## src/rtl/grc_pkg.sv

```systemverilog
// Shared constants, types and helper functions for the grid ray caster.
// Used by grc_div, grc_dpath, grc_ctrl and grid_raycast_column; no dependencies.
package grc_pkg;

    localparam int COORD_W       = 5;
    localparam int MAP_SIZE      = 2 ** COORD_W;
    localparam int ADDR_W        = 2 * COORD_W;
    localparam int MAP_DEPTH     = 2 ** ADDR_W;
    localparam int MP_W          = COORD_W + 2;
    localparam int STEP_LIMIT    = 2 * MAP_SIZE;
    localparam int CNT_W         = $clog2(STEP_LIMIT + 1);
    localparam int SCREEN_WIDTH  = 640;
    localparam int SCREEN_HEIGHT = 480;

    localparam int DIV_NUM_W = 40;
    localparam int DIV_DEN_W = 32;
    localparam int DIV_CNT_W = $clog2(DIV_NUM_W + 1);

    localparam int CAM_W  = 19;
    localparam int RAY_W  = 22;
    localparam int PN_W   = 25;
    localparam int LH_W   = 27;

    // camera offset 2*column*65536/SCREEN_WIDTH = column*1024/5; divide by 5 with
    // ceil(2^22/5), exact for every dividend below 2^22
    localparam int CAM_RECIP = 838861;
    localparam int CAM_SHIFT = 22;

    localparam logic [31:0]     SAT32     = 32'hFFFF_FFFF;
    localparam logic [LH_W-1:0] HUGE_LH   = LH_W'(1) << 26;

    localparam logic [23:0] COLOR_RED    = 24'hFF0000;
    localparam logic [23:0] COLOR_GREEN  = 24'h00FF00;
    localparam logic [23:0] COLOR_BLUE   = 24'h0000FF;
    localparam logic [23:0] COLOR_WHITE  = 24'hFFFFFF;
    localparam logic [23:0] COLOR_YELLOW = 24'hFFFF00;

    typedef enum logic [2:0] {
        DIV_DX   = 3'd1,
        DIV_DY   = 3'd2,
        DIV_PERP = 3'd3,
        DIV_LH   = 3'd4
    } div_sel_t;

    typedef struct packed {
        logic     clr_en;
        logic     wr_cell;
        logic     load;
        logic     div_start;
        logic     div_take;
        div_sel_t div_sel;
        logic     ray_calc;
        logic     side_calc;
        logic     dda_step;
        logic     lh_huge;
        logic     out_load;
        logic     out_found;
    } cmd_t;

    typedef struct packed {
        logic clr_done;
        logic div_done;
        logic map_out;
        logic cell_hit;
        logic limit_hit;
        logic perp_zero;
        logic out_busy;
    } sts_t;

    function automatic logic [23:0] cell_color(input logic [7:0] v);
        logic [23:0] c;
        case (v)
            8'd1:    c = COLOR_RED;
            8'd2:    c = COLOR_GREEN;
            8'd3:    c = COLOR_BLUE;
            8'd4:    c = COLOR_WHITE;
            default: c = COLOR_YELLOW;
        endcase
        return c;
    endfunction

endpackage

```

## src/rtl/grc_ctrl.sv

```systemverilog
// Sequencer of the ray caster: clear sweep, input handshake, divider jobs, DDA walk.
// Depends on grc_pkg; drives grc_dpath through cmd_t and reads sts_t.
module grc_ctrl (
    input  logic          aclk,
    input  logic          aresetn,
    input  logic          s_tvalid,
    input  logic          func,
    output logic          s_tready,
    input  grc_pkg::sts_t sts,
    output grc_pkg::cmd_t cmd
);
    typedef enum logic [9:0] {
        S_CLEAR    = 10'b00_0000_0001,
        S_IDLE     = 10'b00_0000_0010,
        S_DIV_GO   = 10'b00_0000_0100,
        S_DIV_WAIT = 10'b00_0000_1000,
        S_RAY      = 10'b00_0001_0000,
        S_SIDE     = 10'b00_0010_0000,
        S_STEP     = 10'b00_0100_0000,
        S_TEST     = 10'b00_1000_0000,
        S_PERP_CHK = 10'b01_0000_0000,
        S_FINISH   = 10'b10_0000_0000
    } state_t;

    state_t            state_reg, state_next;
    grc_pkg::div_sel_t sel_reg, sel_next;
    logic              found_reg, found_next;

    always_comb begin
        state_next = state_reg;
        sel_next   = sel_reg;
        found_next = found_reg;
        cmd        = '0;
        cmd.div_sel   = sel_reg;
        cmd.out_found = found_reg;
        s_tready   = 1'b0;
        case (state_reg)
            S_CLEAR: begin
                cmd.clr_en = 1'b1;
                if (sts.clr_done) begin
                    state_next = S_IDLE;
                end
            end
            S_IDLE: begin
                s_tready = 1'b1;
                if (s_tvalid) begin
                    if (func) begin
                        cmd.load   = 1'b1;
                        found_next = 1'b0;
                        state_next = S_RAY;
                    end else begin
                        cmd.wr_cell = 1'b1;
                    end
                end
            end
            S_DIV_GO: begin
                cmd.div_start = 1'b1;
                state_next    = S_DIV_WAIT;
            end
            S_DIV_WAIT: begin
                if (sts.div_done) begin
                    cmd.div_take = 1'b1;
                    case (sel_reg)
                        grc_pkg::DIV_DX: begin
                            sel_next   = grc_pkg::DIV_DY;
                            state_next = S_DIV_GO;
                        end
                        grc_pkg::DIV_DY:   state_next = S_SIDE;
                        grc_pkg::DIV_PERP: state_next = S_PERP_CHK;
                        default:           state_next = S_FINISH;
                    endcase
                end
            end
            S_RAY: begin
                cmd.ray_calc = 1'b1;
                sel_next     = grc_pkg::DIV_DX;
                state_next   = S_DIV_GO;
            end
            S_SIDE: begin
                cmd.side_calc = 1'b1;
                state_next    = sts.map_out ? S_FINISH : S_STEP;
            end
            S_STEP: begin
                cmd.dda_step = 1'b1;
                state_next   = S_TEST;
            end
            S_TEST: begin
                if (sts.map_out) begin
                    state_next = S_FINISH;
                end else if (sts.cell_hit) begin
                    found_next = 1'b1;
                    sel_next   = grc_pkg::DIV_PERP;
                    state_next = S_DIV_GO;
                end else if (sts.limit_hit) begin
                    state_next = S_FINISH;
                end else begin
                    state_next = S_STEP;
                end
            end
            S_PERP_CHK: begin
                if (sts.perp_zero) begin
                    cmd.lh_huge = 1'b1;
                    state_next  = S_FINISH;
                end else begin
                    sel_next   = grc_pkg::DIV_LH;
                    state_next = S_DIV_GO;
                end
            end
            S_FINISH: begin
                if (!sts.out_busy) begin
                    cmd.out_load = 1'b1;
                    state_next   = S_IDLE;
                end
            end
            default: begin
                state_next = S_IDLE;
            end
        endcase
    end

    always_ff @(posedge aclk) begin
        if (!aresetn) begin
            state_reg <= S_CLEAR;
            sel_reg   <= grc_pkg::DIV_DX;
            found_reg <= 1'b0;
        end else begin
            state_reg <= state_next;
            sel_reg   <= sel_next;
            found_reg <= found_next;
        end
    end
endmodule

```

## config.mk

```make
export PLATFORM = sky130hd
export DESIGN_NAME = grc_ctrl
export DESIGN_NICKNAME = d
export VERILOG_FILES = /design/src/rtl/grc_pkg.sv /design/src/rtl/grc_ctrl.sv
export SDC_FILE = /design/constraint.sdc
export NUM_CORES = 1
export LEC_CHECK = 0
export ABC_AREA = 1
export BUFFER_PORTS_ARGS = -buffer_cell sky130_fd_sc_hd__buf_2
export CAP_MARGIN = 20
export CORE_MARGIN = 2
export CORE_UTILIZATION = 43
export DETAILED_ROUTE_END_ITERATION = 16
export PLACE_DENSITY_LB_ADDON = 0.05
export SETUP_SLACK_MARGIN = 0.05
export SLEW_MARGIN = 20
export SYNTH_ARGS = -nofsm -noshare
export SYNTH_HDL_FRONTEND = slang
export SYNTH_SLANG_ARGS = --single-unit
```

## constraint.sdc

```tcl
create_clock -name aclk -period 1.7 [get_ports aclk]
set_clock_uncertainty 0.05 [all_clocks]
set_input_delay 0.17 -clock aclk [delete_from_list [all_inputs] [get_ports aclk]]
set_output_delay 0.17 -clock aclk [all_outputs]
set_load 0.1 [all_outputs]
```

==> reports/summary.log <==
qor: run_status.status finished with violations
qor: run_status.violated_checks setup timing
qor: power.power.net_switching 604 µW
qor: power.share_seq_of_total_power 0.286
qor: floorplanning.coreArea 2250 µm²
qor: worst_setup_path.worstPathArrival 1.62 ns
qor: place.post-place-ws 0.0758 ns
qor: worst_setup_path.worst_setup_path_class reg2out
qor: worst_setup_path.crit_top_cell nor2_4
qor: worst_setup_path.critical_path.cell_chain nor2_4, nand2_4, buf_6, nor2_4, nand3_2, nor2_4, buf_12
qor: place.gp_congestion 0.849
qor: grt.gr-total-overflow 0
qor: routing.avgRoutedWirePerCell 16.2 µm
qor: worst_setup_path.start_kind register
qor: yosys.ys_seq_area_frac 0.270
qor: worst_setup_path.worstReg2RegEnd state_reg[1]
qor: grt.grt_start_max_net_pins 10
qor: timing.max_freq 543 MHz
qor: yosys.post-synth-top-area-fraction 0.270
qor: yosys.xor_xnor_portion_of_the_synthesized_cell_area 0
qor: worst_setup_path.critical-path-slowest-cell dfxtp_4
qor: layout.diodes 0
qor: yosys.synth_top_family_by_area simple AND/OR/NAND/NOR gates
qor: timing.worst_path_setup_slack_after_routing -0.141 ns
qor: clocking.clk_transition_reported_paths 0.11 ns
qor: yosys.number_of_instances_in_the_synthesized_netlist 155
qor: yosys.synth.lib_cells_used.distinct 23
qor: power.cell_internal_pwr 725 µW
qor: yosys.netlist_area 1040 µm²
qor: grt.gr-usage-all-layers 0.266
qor: power.share_clk_of_total_power 0.206
qor: yosys.synth.top_cells.by_area dfxtp_1 (27%), inv_1 (12%), nor2_4 (7.6%), nand2_1 (7.2%), nand3_1 (5.8%)
qor: clocking.cts-htree-levels 1
qor: grt.wire_length_of_the_first_global_routing_pass 5250 µm
qor: layout.largest_register_ffs 10
qor: yosys.ys_warn_count 0
qor: power.p_per_area 699 nW/µm²
qor: timing.max_slew_margin 0.677
qor: worst_setup_path.crit_path_end_kind output pin
qor: power.leakagePower 0.000844 µW
qor: grt.grt_pass1_vias 1172
qor: worst_hold_path.worst_hold_path_ep state_reg[6]
qor: timing.unrepaired_setup_endpoints_after_global_routing true
qor: floorplanning.initial_utilization 0.461
qor: layout.layout.cells.non_filler 239
qor: power.peakVddDrop 899 µV
qor: layout.final_area 1900 µm²
qor: power.net_sw_frac 0.455
qor: layout.syn2layout_area_growth 83.3%
qor: clocking.clock-sinks 14
qor: yosys.synth_area_leader_cell dfxtp_1
qor: timing.hold_viol 0
qor: timing.report.final.slew_viol_count 0
qor: timing.tightest_slew 0.488 ns
qor: yosys.synth-simple-area-share 0.548
qor: timing.fin_crit_share 1.08
qor: layout.mostFrequentLayoutCells inv_1 (23), buf_4 (23), nand2_1 (18)
qor: yosys.synth_mux_area_frac 0
qor: place.dpl.hpwl 2090 µm
qor: worst_hold_path.worstHoldPathType in2reg
qor: floorplanning.chipWidth 53.1 µm
qor: power.combinationalPowerShare 0.508
qor: worst_setup_path.delay_of_the_slowest_cell_on_the_worst_path 0.38 ns
qor: clocking.clock_insertion_delay_worst_skew 0.31 ns
qor: clocking.cts_tree yes
qor: routing.antenna_left 0
qor: layout.finish.net_count 223
qor: worst_setup_path.crit_path_max_fanout 4
qor: place.dpl.cell_count 206
qor: routing.drtPass1Iterations 4
qor: routing.detail_route.drc_violations 0
qor: layout.drive_gt1_frac 0.635
qor: layout.n_fill_cell 128
qor: worst_hold_path.hold_path_startpoint sts[2]
qor: floorplanning.die_ar 2820 µm²
qor: worst_setup_path.r2r-start state_reg[5]
qor: clocking.clk_path_buf_depth 2
qor: floorplanning.rows 17
qor: yosys.postSynthNetCount 166
qor: timing.period_minus_slack 1.84 ns
qor: clocking.cts_buffers 3
qor: worst_setup_path.required 1.48 ns
qor: timing.setup_viol 15
qor: routing.finalWirelength 3870 µm
qor: yosys.synth.avg_cell_area 6.70 µm²
qor: grt.antenna_found_initial 0
qor: yosys.synth_compound_gate_area_share 0.0434
qor: run.drv_cap 0
qor: routing.detailedRoute.firstIterationViolations 47
qor: floorplanning.floorplan.die.height 53.1 µm
qor: clocking.cts.root.buffer_cell clkbuf_4
qor: routing.vias 1292
qor: yosys.synthAdderAreaFrac 0
qor: place.dpl-instance-area 1440 µm²
qor: floorplanning.pin_count 26
qor: worst_setup_path.r2r_cells 10
qor: place.io_buffer_count 25
qor: yosys.ys_ff_latch 14
qor: worst_setup_path.setup.reg_to_reg.worst_slack -0.09 ns
qor: timing.finalHoldWorstSlack 0.0797 ns
qor: routing.drt-vias-per-instance 5.41
qor: worst_hold_path.holdPathStages 4
qor: timing.totalNegativeSetupSlack -1.05 ns
## final cells by class
type                       count  area [µm²]  share of cell area
inverter                      35         156              0.0822
timing repair buffer          54         531               0.279
clock buffer                   4        36.3              0.0191
tap                           28        35.0              0.0184
multi-input combinational    104         838               0.440
sequential                    14         307               0.161
## through the flow
stage	utilization	power, µW
after CTS	0.740	1220
after floorplan	-	771
after detailed placement	0.638	892
final	0.844	1330
after global placement	0.638	886
after global routing	0.844	1370
## synthesized netlist by cell type
library cell	number
nor3b_1	1
nor3_1	7
nand2_4	4
nor3_2	2
buf_4	1
o21ai_0	4
inv_1	32
dfxtp_1	14
buf_2	1
nor2_1	16
nand4_1	6
or2_1	1
nor4_1	1
nand3_2	3
nor3_4	1
inv_2	3
nand3b_1	3
nor2_2	5
a21oi_1	5
nand2_2	6
nand2_1	20
nor2_4	7
nand3_1	12
## repair_timing
action	in CTS	in global routing
gates resized for setup	21	38
pin swaps	13	19
hold buffers	0	0
cloned	0	0
endpoints found under the hold margin	0	0
endpoints found under the setup margin	10	23
setup buffers	17	14
## per-layer routing
layer,part of all wire,GRT usage,routed length (µm),vias up
met2,0.48,0.442,1870,66
met1,0.38,0.311,1480,597
met3,0.064,0.0508,249,32
met4,0.071,0.167,276,0
met5,0,0,0,-
li1,-,-,-,597
## power groups by stage
stage / Clock, µW / Combinational, µW / Sequential, µW
global route: 278 / 710 / 384
finish: 274 / 676 / 380
detailed placement: 0 / 505 / 387
floorplan: 0 / 360 / 411
global placement: 0 / 500 / 386
CTS: 265 / 576 / 379
## worst max-delay path by stage
stage,from,end,slack [ns]
floorplan,state_reg[6],cmd[11],-0.24
detailed placement,state_reg[6],cmd[11],0.08
global route,state_reg[5],cmd[11],-0.18
finish,state_reg[5],cmd[1],-0.14
global placement,state_reg[5],cmd[11],0.09
CTS,state_reg[5],cmd[11],-0.18
## critical path, delay by kind of cell, from the launching register on
kind,cells,cell delay (ns)
buffers and inverters,2,0.31
DFF,1,0.38
and+or+nand+nor,5,0.60
## cell families after synthesis
kind of cell,Yosys count
buffers and inverters,37
AND/OR/NAND/NOR,95
flip-flops,14
AO/OA/AOI/OAI,9
(Power assumes the default switching activity.)
